File: config.mk
export PLATFORM = sky130hd
export DESIGN_NAME = tap_tempo_estimator
export DESIGN_NICKNAME = d
export VERILOG_FILES = /design/src/design/tte_pkg.sv /design/src/design/tte_ram.sv /design/src/design/tte_front.sv /design/src/design/tte_queue.sv /design/src/design/tte_back.sv /design/src/design/tap_tempo_estimator.sv
export SDC_FILE = /design/constraint.sdc
export NUM_CORES = 1
export LEC_CHECK = 0
export BUFFER_PORTS_ARGS = -buffer_cell sky130_fd_sc_hd__buf_2
export CAP_MARGIN = 20
export CORE_AREA = 4 4 271 273
export CTS_CLUSTER_SIZE = 20
export DETAILED_ROUTE_END_ITERATION = 16
export DIE_AREA = 0 0 275 277
export PLACE_DENSITY = 0.73
export SLEW_MARGIN = 25
export SYNTH_ARGS = -nofsm -noshare
export SYNTH_HDL_FRONTEND = slang
export SYNTH_SLANG_ARGS = --single-unit
File: constraint.sdc
create_clock -name clk_i -period 10.8 [get_ports clk_i]
set_input_delay 2.16 -clock clk_i [delete_from_list [all_inputs] [get_ports clk_i]]
set_output_delay 2.16 -clock clk_i [all_outputs]
set_load 0.03 [all_outputs]
File: src/design/tte_pkg.sv
package tte_pkg;

  localparam int WINDOW_MAX_DEF = 8;
  localparam int TIME_W         = 32;
  localparam int COUNT_W        = 16;
  localparam int LEN_W          = 4;
  localparam int TEMPO_W        = 23;
  localparam int SUM_W          = 36;
  localparam int NUM_W          = 27;
  localparam int QUEUE_DEPTH    = 2;

  localparam logic [LEN_W-1:0]   WINDOW_LEN_RST  = 4'd8;
  localparam logic [TEMPO_W-1:0] TEMPO_DEFAULT   = 23'd12000;
  localparam logic [TEMPO_W-1:0] TEMPO_MAX       = 23'd6000000;
  localparam logic [NUM_W-1:0]   CENTI_MINUTE_MS = 27'd6000000;
  localparam logic [COUNT_W-1:0] COUNT_MAX       = 16'hFFFF;

  typedef struct packed {
    logic               first;
    logic [TIME_W-1:0]  interval;
    logic [COUNT_W-1:0] count;
  } tap_entry_t;

endpackage

File: src/design/tte_ram.sv
module tte_ram #(
  parameter int WIDTH = 32,
  parameter int DEPTH = 8
) (
  input  logic                                   clk_i,
  input  logic                                   we_i,
  input  logic [((DEPTH > 1) ? $clog2(DEPTH) : 1)-1:0] waddr_i,
  input  logic [WIDTH-1:0]                       wdata_i,
  input  logic [((DEPTH > 1) ? $clog2(DEPTH) : 1)-1:0] raddr_i,
  output logic [WIDTH-1:0]                       rdata_o
);

  logic [WIDTH-1:0] mem_q [DEPTH];
  logic [WIDTH-1:0] rdata_q;

  always_ff @(posedge clk_i) begin
    if (we_i) begin
      mem_q[waddr_i] <= wdata_i;
    end
    rdata_q <= mem_q[raddr_i];
  end

  assign rdata_o = rdata_q;

endmodule

File: src/design/tte_front.sv
module tte_front (
  input  logic                        clk_i,
  input  logic                        rst_ni,
  input  logic                        in_valid_i,
  output logic                        in_ready_o,
  input  logic [tte_pkg::TIME_W-1:0]  tap_time_i,
  input  logic                        full_i,
  output logic                        push_o,
  output tte_pkg::tap_entry_t         entry_o
);
  import tte_pkg::*;

  logic               have_stamp_q, have_stamp_d;
  logic [TIME_W-1:0]  last_time_q, last_time_d;
  logic [COUNT_W-1:0] taps_seen_q, taps_seen_d;

  assign in_ready_o = !full_i;
  assign push_o     = in_valid_i && !full_i;

  always_comb begin
    have_stamp_d = have_stamp_q;
    last_time_d  = last_time_q;
    taps_seen_d  = taps_seen_q;
    if (push_o) begin
      have_stamp_d = 1'b1;
      last_time_d  = tap_time_i;
      if (taps_seen_q != COUNT_MAX) begin
        taps_seen_d = taps_seen_q + 1'b1;
      end
    end
  end

  always_comb begin
    entry_o.first    = !have_stamp_q;
    entry_o.interval = have_stamp_q ? (tap_time_i - last_time_q) : '0;
    entry_o.count    = (taps_seen_q != COUNT_MAX) ? taps_seen_q + 1'b1 : taps_seen_q;
  end

  always_ff @(posedge clk_i or negedge rst_ni) begin
    if (!rst_ni) begin
      have_stamp_q <= 1'b0;
      last_time_q  <= '0;
      taps_seen_q  <= '0;
    end else begin
      have_stamp_q <= have_stamp_d;
      last_time_q  <= last_time_d;
      taps_seen_q  <= taps_seen_d;
    end
  end

endmodule

File: src/design/tte_queue.sv
module tte_queue (
  input  logic                clk_i,
  input  logic                rst_ni,
  input  logic                push_i,
  input  tte_pkg::tap_entry_t entry_i,
  output logic                full_o,
  input  logic                pop_i,
  output logic                valid_o,
  output tte_pkg::tap_entry_t entry_o
);
  import tte_pkg::*;

  localparam int PtrW = (QUEUE_DEPTH > 1) ? $clog2(QUEUE_DEPTH) : 1;
  localparam int CntW = $clog2(QUEUE_DEPTH + 1);

  tap_entry_t          slot_q [QUEUE_DEPTH];
  logic [PtrW-1:0]     wr_ptr_q, rd_ptr_q;
  logic [CntW-1:0]     cnt_q;

  assign full_o  = (cnt_q == CntW'(QUEUE_DEPTH));
  assign valid_o = (cnt_q != '0);
  assign entry_o = slot_q[rd_ptr_q];

  always_ff @(posedge clk_i) begin
    if (push_i) begin
      slot_q[wr_ptr_q] <= entry_i;
    end
  end

  always_ff @(posedge clk_i or negedge rst_ni) begin
    if (!rst_ni) begin
      wr_ptr_q <= '0;
      rd_ptr_q <= '0;
      cnt_q    <= '0;
    end else begin
      if (push_i) begin
        wr_ptr_q <= (wr_ptr_q == PtrW'(QUEUE_DEPTH - 1)) ? '0 : wr_ptr_q + 1'b1;
      end
      if (pop_i) begin
        rd_ptr_q <= (rd_ptr_q == PtrW'(QUEUE_DEPTH - 1)) ? '0 : rd_ptr_q + 1'b1;
      end
      if (push_i && !pop_i) begin
        cnt_q <= cnt_q + 1'b1;
      end else if (pop_i && !push_i) begin
        cnt_q <= cnt_q - 1'b1;
      end
    end
  end

endmodule

File: src/design/tte_back.sv
module tte_back #(
  parameter int WINDOW_MAX = tte_pkg::WINDOW_MAX_DEF
) (
  input  logic                         clk_i,
  input  logic                         rst_ni,
  input  logic                         entry_valid_i,
  input  tte_pkg::tap_entry_t          entry_i,
  output logic                         pop_o,
  input  logic [tte_pkg::LEN_W-1:0]    window_len_i,
  output logic                         out_valid_o,
  input  logic                         out_ready_i,
  output logic [tte_pkg::TIME_W-1:0]   interval_ms_o,
  output logic [tte_pkg::TEMPO_W-1:0]  bpm_centi_o,
  output logic [tte_pkg::COUNT_W-1:0]  tap_count_o,
  output logic [tte_pkg::LEN_W-1:0]    window_fill_o,
  output logic                         first_tap_o,
  output logic                         zero_interval_o
);
  import tte_pkg::*;

  localparam int AddrW  = (WINDOW_MAX > 1) ? $clog2(WINDOW_MAX) : 1;
  localparam int LenCap = (WINDOW_MAX < 15) ? WINDOW_MAX : 15;
  localparam int CntW   = $clog2(NUM_W);
  localparam int SlotW  = 8;

  typedef enum logic [2:0] {
    ST_IDLE,
    ST_CHECK,
    ST_EVICT,
    ST_INSERT,
    ST_MUL,
    ST_DIV,
    ST_DONE
  } state_e;

  state_e             state_q, state_d;
  logic [AddrW-1:0]   head_q, head_d;
  logic [LEN_W-1:0]   fill_q, fill_d;
  logic [SUM_W-1:0]   sum_q, sum_d;
  logic [TEMPO_W-1:0] tempo_q, tempo_d;
  logic [TIME_W-1:0]  cur_int_q, cur_int_d;
  logic [COUNT_W-1:0] cur_cnt_q, cur_cnt_d;
  logic [NUM_W-1:0]   num_q, num_d;
  logic [NUM_W-1:0]   quo_q, quo_d;
  logic [SUM_W-1:0]   rem_q, rem_d;
  logic [CntW-1:0]    step_q, step_d;

  logic               out_valid_q, out_valid_d;
  logic [TIME_W-1:0]  out_int_q, out_int_d;
  logic [TEMPO_W-1:0] out_bpm_q, out_bpm_d;
  logic [COUNT_W-1:0] out_cnt_q, out_cnt_d;
  logic [LEN_W-1:0]   out_fill_q, out_fill_d;
  logic               out_first_q, out_first_d;
  logic               out_zero_q, out_zero_d;

  logic [LEN_W-1:0]   eff_len;
  logic [SlotW-1:0]   slot_sum;
  logic [AddrW-1:0]   slot;
  logic               ram_we;
  logic [TIME_W-1:0]  ram_rdata;
  logic [SUM_W:0]     trial;
  logic [TEMPO_W-1:0] quo_sat;

  tte_ram #(
    .WIDTH (TIME_W),
    .DEPTH (WINDOW_MAX)
  ) u_ring (
    .clk_i   (clk_i),
    .we_i    (ram_we),
    .waddr_i (slot),
    .wdata_i (cur_int_q),
    .raddr_i (head_q),
    .rdata_o (ram_rdata)
  );

  always_comb begin
    if (window_len_i == '0) begin
      eff_len = LEN_W'(1);
    end else if (window_len_i > LEN_W'(LenCap)) begin
      eff_len = LEN_W'(LenCap);
    end else begin
      eff_len = window_len_i;
    end
  end

  assign slot_sum = SlotW'(head_q) + SlotW'(fill_q);
  assign slot     = (slot_sum >= SlotW'(WINDOW_MAX)) ?
                    AddrW'(slot_sum - SlotW'(WINDOW_MAX)) : AddrW'(slot_sum);

  assign trial   = {rem_q, num_q[NUM_W-1]};
  assign quo_sat = (quo_q > NUM_W'(TEMPO_MAX)) ? TEMPO_MAX : TEMPO_W'(quo_q);

  always_comb begin
    state_d     = state_q;
    head_d      = head_q;
    fill_d      = fill_q;
    sum_d       = sum_q;
    tempo_d     = tempo_q;
    cur_int_d   = cur_int_q;
    cur_cnt_d   = cur_cnt_q;
    num_d       = num_q;
    quo_d       = quo_q;
    rem_d       = rem_q;
    step_d      = step_q;
    out_valid_d = out_valid_q;
    out_int_d   = out_int_q;
    out_bpm_d   = out_bpm_q;
    out_cnt_d   = out_cnt_q;
    out_fill_d  = out_fill_q;
    out_first_d = out_first_q;
    out_zero_d  = out_zero_q;
    pop_o       = 1'b0;
    ram_we      = 1'b0;

    if (out_valid_q && out_ready_i) begin
      out_valid_d = 1'b0;
    end

    unique case (state_q)
      ST_IDLE: begin
        if (entry_valid_i && !out_valid_q) begin
          pop_o     = 1'b1;
          cur_int_d = entry_i.interval;
          cur_cnt_d = entry_i.count;
          if (entry_i.first) begin
            out_valid_d = 1'b1;
            out_int_d   = '0;
            out_bpm_d   = tempo_q;
            out_cnt_d   = entry_i.count;
            out_fill_d  = fill_q;
            out_first_d = 1'b1;
            out_zero_d  = 1'b0;
          end else begin
            state_d = ST_CHECK;
          end
        end
      end
      ST_CHECK: begin
        state_d = (fill_q >= eff_len) ? ST_EVICT : ST_INSERT;
      end
      ST_EVICT: begin
        sum_d   = sum_q - SUM_W'(ram_rdata);
        head_d  = (head_q == AddrW'(WINDOW_MAX - 1)) ? '0 : head_q + 1'b1;
        fill_d  = fill_q - 1'b1;
        state_d = ST_CHECK;
      end
      ST_INSERT: begin
        ram_we  = 1'b1;
        fill_d  = fill_q + 1'b1;
        sum_d   = sum_q + SUM_W'(cur_int_q);
        state_d = ST_MUL;
      end
      ST_MUL: begin
        if (sum_q == '0) begin
          tempo_d     = TEMPO_MAX;
          out_valid_d = 1'b1;
          out_int_d   = cur_int_q;
          out_bpm_d   = TEMPO_MAX;
          out_cnt_d   = cur_cnt_q;
          out_fill_d  = fill_q;
          out_first_d = 1'b0;
          out_zero_d  = 1'b1;
          state_d     = ST_IDLE;
        end else begin
          num_d   = CENTI_MINUTE_MS * NUM_W'(fill_q);
          rem_d   = '0;
          quo_d   = '0;
          step_d  = '0;
          state_d = ST_DIV;
        end
      end
      ST_DIV: begin
        if (trial >= {1'b0, sum_q}) begin
          rem_d = SUM_W'(trial - {1'b0, sum_q});
          quo_d = {quo_q[NUM_W-2:0], 1'b1};
        end else begin
          rem_d = trial[SUM_W-1:0];
          quo_d = {quo_q[NUM_W-2:0], 1'b0};
        end
        num_d  = {num_q[NUM_W-2:0], 1'b0};
        step_d = step_q + 1'b1;
        if (step_q == CntW'(NUM_W - 1)) begin
          state_d = ST_DONE;
        end
      end
      ST_DONE: begin
        tempo_d     = quo_sat;
        out_valid_d = 1'b1;
        out_int_d   = cur_int_q;
        out_bpm_d   = quo_sat;
        out_cnt_d   = cur_cnt_q;
        out_fill_d  = fill_q;
        out_first_d = 1'b0;
        out_zero_d  = 1'b0;
        state_d     = ST_IDLE;
      end
      default: state_d = ST_IDLE;
    endcase
  end

  always_ff @(posedge clk_i or negedge rst_ni) begin
    if (!rst_ni) begin
      state_q     <= ST_IDLE;
      head_q      <= '0;
      fill_q      <= '0;
      sum_q       <= '0;
      tempo_q     <= TEMPO_DEFAULT;
      out_valid_q <= 1'b0;
    end else begin
      state_q     <= state_d;
      head_q      <= head_d;
      fill_q      <= fill_d;
      sum_q       <= sum_d;
      tempo_q     <= tempo_d;
      out_valid_q <= out_valid_d;
    end
  end

  always_ff @(posedge clk_i) begin
    cur_int_q   <= cur_int_d;
    cur_cnt_q   <= cur_cnt_d;
    num_q       <= num_d;
    quo_q       <= quo_d;
    rem_q       <= rem_d;
    step_q      <= step_d;
    out_int_q   <= out_int_d;
    out_bpm_q   <= out_bpm_d;
    out_cnt_q   <= out_cnt_d;
    out_fill_q  <= out_fill_d;
    out_first_q <= out_first_d;
    out_zero_q  <= out_zero_d;
  end

  assign out_valid_o     = out_valid_q;
  assign interval_ms_o   = out_int_q;
  assign bpm_centi_o     = out_bpm_q;
  assign tap_count_o     = out_cnt_q;
  assign window_fill_o   = out_fill_q;
  assign first_tap_o     = out_first_q;
  assign zero_interval_o = out_zero_q;

endmodule

File: src/design/tap_tempo_estimator.sv
// Tap tempo estimator: moving average of tap intervals, tempo in 0.01 BPM.
// Input channel: in_valid_i/in_ready_o carries tap_time_i (ms tick). Output
// channel: out_valid_o/out_ready_i carries one result per tap transfer.
// Config: APB register 0 (byte 0) is window_len, reset 8; pready is tied high.
// A front stage computes the interval and tap count at the input transfer and
// pushes it into a two-entry queue, so up to two taps are taken while a
// result waits. The back stage evicts old intervals from the ring RAM (each
// eviction passes CHECK then EVICT, one RAM read port), inserts the new one,
// then runs a restoring divider at one quotient bit per cycle.
// A first tap is answered straight from idle; later taps pass CHECK, any
// evictions, INSERT, MUL, DIV and DONE; a zero window sum skips the divider.
// The back stage takes one tap at a time; the queue takes new taps meanwhile.
// Reset clears the timestamp, counters, window and sets tempo to 120.00 BPM;
// no clearing pass is needed. When the receiver stalls the result register
// holds, the back stage waits, and in_ready_o drops once the queue is full.
module tap_tempo_estimator #(
  parameter int WINDOW_MAX = tte_pkg::WINDOW_MAX_DEF
) (
  input  logic                         clk_i,
  input  logic                         rst_ni,
  input  logic                         in_valid_i,
  output logic                         in_ready_o,
  input  logic [tte_pkg::TIME_W-1:0]   tap_time_i,
  output logic                         out_valid_o,
  input  logic                         out_ready_i,
  output logic [tte_pkg::TIME_W-1:0]   interval_ms_o,
  output logic [tte_pkg::TEMPO_W-1:0]  bpm_centi_o,
  output logic [tte_pkg::COUNT_W-1:0]  tap_count_o,
  output logic [tte_pkg::LEN_W-1:0]    window_fill_o,
  output logic                         first_tap_o,
  output logic                         zero_interval_o,
  input  logic                         psel,
  input  logic                         penable,
  input  logic                         pwrite,
  input  logic [2:0]                   paddr,
  input  logic [31:0]                  pwdata,
  output logic [31:0]                  prdata,
  output logic                         pready
);
  import tte_pkg::*;

  logic             cfg_we_q;
  logic [LEN_W-1:0] window_len_q;
  logic             cfg_we;
  logic             push;
  logic             full;
  logic             pop;
  logic             q_valid;
  tap_entry_t       front_entry;
  tap_entry_t       back_entry;

  assign pready = 1'b1;
  assign cfg_we = psel && penable && pwrite && !paddr[2];
  assign prdata = paddr[2] ? '0 : {{(32 - LEN_W){1'b0}}, window_len_q};

  always_ff @(posedge clk_i or negedge rst_ni) begin
    if (!rst_ni) begin
      window_len_q <= WINDOW_LEN_RST;
      cfg_we_q     <= 1'b0;
    end else begin
      if (cfg_we) begin
        window_len_q <= pwdata[LEN_W-1:0];
      end
      cfg_we_q <= cfg_we;
    end
  end

  tte_front u_front (
    .clk_i      (clk_i),
    .rst_ni     (rst_ni),
    .in_valid_i (in_valid_i),
    .in_ready_o (in_ready_o),
    .tap_time_i (tap_time_i),
    .full_i     (full),
    .push_o     (push),
    .entry_o    (front_entry)
  );

  tte_queue u_queue (
    .clk_i   (clk_i),
    .rst_ni  (rst_ni),
    .push_i  (push),
    .entry_i (front_entry),
    .full_o  (full),
    .pop_i   (pop),
    .valid_o (q_valid),
    .entry_o (back_entry)
  );

  tte_back #(
    .WINDOW_MAX (WINDOW_MAX)
  ) u_back (
    .clk_i           (clk_i),
    .rst_ni          (rst_ni),
    .entry_valid_i   (q_valid && !cfg_we_q),
    .entry_i         (back_entry),
    .pop_o           (pop),
    .window_len_i    (window_len_q),
    .out_valid_o     (out_valid_o),
    .out_ready_i     (out_ready_i),
    .interval_ms_o   (interval_ms_o),
    .bpm_centi_o     (bpm_centi_o),
    .tap_count_o     (tap_count_o),
    .window_fill_o   (window_fill_o),
    .first_tap_o     (first_tap_o),
    .zero_interval_o (zero_interval_o)
  );

endmodule

## Word-level counts from Yosys, hierarchy flattened

Memories as Yosys holds them, arrays and structs flattened. A register that Yosys moved wholly into a read port is not among the register bits.
Index checks and enable logic that the tools add are counted.

| operators by class | value |
|---|---|
| add/subtract/negate cells | 15 |
| multiply operators | 1 |
| $lt $le $gt $ge | 5 |
| eq/ne operators | 16 |
| muxes and demuxes | 67 |
| reductions and logical operators | 30 |

Operators with widths:

| operator | count |
|---|---|
| $pmux W36 S2 | 2 |
| $mux W32 | 4 |
| $pmux W27 S2 | 2 |
| $pmux W32 S3 | 1 |
| $mux W23 | 4 |
| $mux W36 | 2 |
| $pmux W23 S3 | 1 |
| $mux W16 | 4 |
| $mux W27 | 2 |
| $pmux W16 S3 | 1 |
| $pmux W23 S2 | 1 |
| $ge A37 B36 Y1 | 1 |
| $add A36 B32 Y36 | 1 |
| $logic_not A36 Y1 | 1 |
| $sub A36 B32 Y36 | 1 |
| $sub A36 B36 Y36 | 1 |
| $sub A32 B32 Y32 | 1 |
| $gt A27 B23 Y1 const B | 1 |
| $mux W4 | 6 |
| $mux W1 | 21 |
| $mul A16 B4 Y20 const A | 1 |
| $mux W3 | 6 |
| $pmux W3 S6 | 1 |
| $add A16 B1 Y16 const B | 1 |
| other kinds (35) | 67 |

| storage, ports and cells | value |
|---|---|
| flip-flop bits (word level) | 348 |
| RAM bits | 354 |
| input port bits | 74 |
| output and inout bits | 112 |
| logic and storage cells | 162 |
| memories kept | 2 |

Memory list:

| memory | depth | width | read ports | clocked after Yosys merged registers in | write ports | RTL line | source |
|---|---|---|---|---|---|---|---|
| u_back.u_ring.mem_q | 8 | 32 | 1 | 1 | 1 | tte_ram.sv:13 | `logic [WIDTH-1:0] mem_q [DEPTH];` |
| u_queue.slot_q | 2 | 49 | 1 | 0 | 1 | tte_queue.sv:16 | `tap_entry_t slot_q [QUEUE_DEPTH];` |

## Logic depth before layout (Yosys ltp)

| logic depth | value |
|---|---|
| depth after elaboration | 8 |
| depth in mapped cells | 21 |
| depth with buffers taken out | 20 |

## By module

Synthesis repeated with hierarchy kept, for this count alone.

| unflattened totals | value |
|---|---|
| cell total of the unflattened synthesis | 2848 |
| area total of the unflattened synthesis | 35913.2 µm² |

By module, submodules not included:

| module | times used | cells an instance | area each (µm²) | seq. area each (µm²) |
|---|---|---|---|---|
| tte_back | 1 | 1676 | 16846.2 | 8156.6 |
| tte_ram | 1 | 415 | 10466.3 | 8328.0 |
| tte_front | 1 | 541 | 4156.5 | 1226.2 |
| tte_queue | 1 | 169 | 3978.8 | 3042.9 |
| tap_tempo_estimator | 1 | 47 | 465.4 | 126.4 |

## Worst setup path before layout

Ideal clock, no wire load.

| path | value |
|---|---|
| path kind | register to register |
| start | register u_back.state_q[2] |
| end | register u_back.num_q[10] (enable) |
| setup time | 657 ps |
| data arrival time | 7225 ps |
| required time | 10143 ps |
| setup slack | 2918 ps |
| cell stages (with the launch flop) | 6 |
| buffers on the path | 2 |
| clock period less this slack | 7882 ps |
| path through | dfrtp_1 > clkbuf_1 > nor2b_1 > clkbuf_1 > inv_1 > o21ai_0 |

| on the way | value |
|---|---|
| word-level cells in the longest chain between the ends | 3 |
| elaborated cells between the ends (all ways) | 5 |
| classes of those cells | eq/ne (3); reduce/logical (2) |

Ends and longest elaborated chain:

| what | RTL line | source |
|---|---|---|
| start: declaration | tte_back.sv:36 | `state_e state_q, state_d;` |
| start signal: assignment | tte_back.sv:210 | `state_q <= state_d;` |
| $eq A3 B3 Y1 | tte_back.sv:119 | `unique case (state_q)` |
| $ne A2 B2 Y1 (no line) / $reduce_bool A2 Y1 (equally long branches) | n/a |  |
| $reduce_and A2 Y1 (no line) * | n/a |  |
| end signal: assignment | tte_back.sv:222 | `num_q <= num_d;` |
| end: declaration | tte_back.sv:43 | `logic [NUM_W-1:0] num_q, num_d;` |

Every way passes the cells marked *; elsewhere a longest branch is shown, timed or not.
A chain may end at the register's enable or synchronous reset.

## Worst setup path after layout

| path | value |
|---|---|
| start | register u_back.state_q[2] |
| end | register u_back.sum_q[35] |

| on the way | value |
|---|---|
| word-level cells in the longest chain between the ends | 2 |
| elaborated cells between the ends (all ways) | 4 |
| classes of those cells | eq/ne (2); mux (1); reduce/logical (1) |

Ends and longest elaborated chain:

| what | RTL line | source |
|---|---|---|
| $eq A3 B2 Y1 | tte_back.sv:119 |  |
| $pmux W36 S2 / $reduce_bool A2 Y1 (equally long branches) | n/a |  |
| end signal: assignment | tte_back.sv:213 | `sum_q <= sum_d;` |
| end: declaration | tte_back.sv:39 | `logic [SUM_W-1:0] sum_q, sum_d;` |

Several ways; a longest one is shown, not always the timed one.

==> results.md <==
* IO buf count at 126
* Sequential share of the synthesized area at 59.2%
* FFs w/ async S/R, synth at 17.6%
* Register Area at 0.0209 mm2
* Root Buffer: clkbuf_16
* Post-synth top area share at 48.3%
* Slew headroom at 32.3%
* Post-synthesis cell type count at 89
* Leading cell type by number of instances after synthesis: edfxtp_1
* CTS Buf Count at 77
* Reg-to-Reg End: u_back.sum_q[35]$_DFFE_PN0P_
* Die area at 0.0762 mm2
* Initial Util at 49.6%
* Die X at 275 um
* Area leader, netlist: edfxtp_1
* Cells after Synth at 2,820
* RSZ-0062 raised after global routing: no
* Final wirelength at 76,500 um
* First-pass GRT wire length at 123,000 um
* Critical path endpoint category: register
* Crit share post-route at 58.6%
* Fin. max-slew vios at 0
* Pwr Density at 340 mW/mm2
* Total GRT Usage at 20.0%
* Clk sink count at 727
* Crit Path Max Fanout at 62
* Most instantiated cells after synthesis: 567 x edfxtp_1, 298 x nor2_1, 227 x nand2_1, 143 x ha_1, 137 x a21oi_1
* Lkg Pwr at 15.1 nW
* Skew final at 22.9 ps
* Nets at 3,167
* Hold crit path type: register to register
* Ports at 186
* Worst setup path start: u_back.state_q[2]$_DFFE_PN0P_
* Worst Setup EP: u_back.sum_q[35]$_DFFE_PN0P_
* Crit path DAT at 6870 ps
* Area of the multi-input gates at 0.0134 mm2
* Vias per cell at 5.66
* Final setup viols at 0
* Final setup TNS at 0 ps
* H-tree levels at 3
* Synth top area cells: edfxtp_1 48%, dfrtp_1 8.5%, ha_1 5.1%
* Worst-path clk slew at 60 ps
* Final GP Congestion at 0.881
* Worst R2R Path Depth at 16
* Post-synthesis register bit count at 727
* Final HPWL DP at 51,200 um
* Drt initial violations at 1,592
* Mapped cell area at 0.0352 mm2
* Max-cap violations at 0
* DRT Pass-1 Iters at 5
* Hold buffers post-CTS at 0
* Vias in the first global route at 22,559
* Yosys warns at 0
* Final Hold Fails at 0
* Number of enable-type register cells in the synthesized netlist at 567
* DR WL/cell at 19.4 um
* Setup crit start kind: register
* Skew-Pair Late Insertion Delay at 630 ps
* Initial antenna violation count at 0
* Crit path cell chain: nor2b_1 -> buf_4 -> and2_0 -> clkinv_2 -> nand2_1 -> nand2_1 -> ha_1 -> a211oi_1 -> o21ai_0 -> a211oi_1 -> nor3b_1 -> nor4bb_1 -> o21ai_2 -> a2111oi_4 -> a31oi_1 -> o2111ai_1
* Grt ovf at 0
* Final core occ at 55.2%
* Fillers at 5,828
* Status: finished, final reports clean
* Row count at 98
* Largest net degree at the start of global routing at 86
* Top FF cell, synth: edfxtp_1
* Syn_area_per_cell at 12.5 um2
* Max clock buf depth at 3
* Crit Path Class: register to register
* Detail Route Antenna Nets at 0
* Worst slew pin tran at 1010 ps
* Antenna diode count at 0
* Max Clk Rate at 0.158 GHz
* Reg2Reg Setup Slack at 4470 ps
* Resized Gates After CTS at 0
* Chip height at 277 um
* Share of cells above drive strength 1 at 15.8%
* VDD IR max at 0.220 mV
* Final Critical Period at 6330 ps
* CTS tree: built
* RR Startpoint: u_back.state_q[2]$_DFFE_PN0P_
* Critical-path cell with the highest stage delay: clkinv_2
* Setup Fix Bufs, Post-CTS at 0
* Syn-to-layout area delta at 11.4%
* Drt drc at 0
* Routed vias at 22,351
* Critical Path RT at 11,340 ps
* Core area at 0.0711 mm2
* Max incr delay on CP at 1000 ps
-- per-layer routing --
| metal | GRT usage (%) | share of wire, % | vias to the layer above |
|---|---|---|---|
| li1 | - | - | 10556 |
| met1 | 27.2 | 43 | 10985 |
| met2 | 33.5 | 49 | 653 |
| met3 | 2.93 | 4.9 | 157 |
| met4 | 6.36 | 3.2 | 0 |
| met5 | 0 | 0 | - |
-- metrics by stage --
| stage | hold slack (ps) | worst slack, ps | instances | total power [mW] | cell area, um2 |
|---|---|---|---|---|---|
| after global placement | 473 | 4720 | 3811 | 10.6 | 36800 |
| after global routing | 514 | 4030 | 3952 | 14.3 | 39300 |
| after floorplan | 454 | 2920 | 2847 | 9.36 | 35300 |
| after CTS | 498 | 4620 | 3951 | 13.4 | 39200 |
| final | 500 | 4470 | 3952 | 13.4 | 39300 |
| after detailed placement | 486 | 4650 | 3811 | 10.8 | 36800 |
-- area by class of cell --
type                            instances  share of cell area [%]
Sequential cell                       727                    53.2
Multi-Input combinational cell       1860                    34.2
Clock buffer                           98                    5.24
Tap cell                              950                    3.03
Timing Repair Buffer                  154                    2.22
Inverter                              121                    1.17
Clock inverter                         42                   0.956
-- report_power, final --
| part | switching (mW) | total, mW | internal (mW) |
|---|---|---|---|
| Sequential | 0.649 | 4.87 | 4.22 |
| Combinational | 3.51 | 5.94 | 2.43 |
| Clock | 1.10 | 2.54 | 1.44 |
| Total | 5.26 | 13.4 | 8.09 |
-- placed cells by master, fill, tap and decap left out, types with 85 or more instances in the layout --
master / netlist / final
inv_1: 119 / 118
ha_1: 143 / 143
nand2_1: 227 / 226
buf_2: 4 / 125
dfrtp_1: 120 / 116
mux2_2: 85 / 85
nor2_1: 298 / 292
a21oi_1: 137 / 137
o21ai_0: 133 / 131
edfxtp_1: 567 / 567
-- worst min-delay path by stage --
stage | startpoint | to | slack, ps | cells past startpoint
CTS | u_queue.cnt_q[1]$_DFFE_PN0P_ | u_queue.cnt_q[1]$_DFFE_PN0P_ | 500 | 1
global route | u_back.tempo_q[14]$_DFFE_PN0P_ | u_back.tempo_q[14]$_DFFE_PN0P_ | 510 | 1
floorplan | u_front.last_time_q[0]$_DFFE_PN0P_ | u_front.last_time_q[0]$_DFFE_PN0P_ | 450 | 2
finish | u_queue.cnt_q[1]$_DFFE_PN0P_ | u_queue.cnt_q[1]$_DFFE_PN0P_ | 500 | 1
detailed placement | u_back.tempo_q[0]$_DFFE_PN0P_ | u_back.tempo_q[0]$_DFFE_PN0P_ | 490 | 1
global placement | u_front.last_time_q[0]$_DFFE_PN0P_ | u_front.last_time_q[0]$_DFFE_PN0P_ | 470 | 2
-- registers in the layout (all words and copies together), names as in the netlist, 2 cells and up --
signal / flops
u_back.u_ring.rdata_o: 32
u_back.fill_q: 4
u_front.last_time_q: 32
u_back.tap_count_o: 16
u_front.taps_seen_q: 16
u_back.interval_ms_o: 32
u_back.step_q: 5
u_back.sum_q: 36
u_back.state_q: 3
u_queue.slot_q: 98
u_back.num_q: 20
window_len_q: 4
u_back.tempo_q: 23
u_back.head_q: 3
u_back.cur_cnt_q: 16
u_back.quo_q: 27
u_back.u_ring.mem_q: 256
u_back.window_fill_o: 4
u_back.rem_q: 36
u_back.cur_int_q: 32
u_back.bpm_centi_o: 23
u_queue.cnt_q: 2
-- logic make-up (layout without fill, tap and decap cells) --
kind of cell    after synthesis  count (layout)  share of synthesized area (%)
simple gates                845             845                           11.4
flops                       727             727                           59.2
fa+ha+maj                   152             152                           5.59
mux                         181             181                           7.71
compound gates              504             504                           9.20
xor+xnor                    149             149                           3.70
other cells                   2              29                         0.0213
buf+inv                     260             415                           3.18
-- critical path: cells and delay by family, from the launching register on --
family / cells / cell delay (ps)
AO/OA/AOI/OAI: 7 / 1870
adder cells (fa/ha/maj): 1 / 310
buffers and inverters: 2 / 1260
flip-flops: 1 / 630
AND/OR/NAND/NOR: 6 / 2120
(Power assumes the default switching activity.)
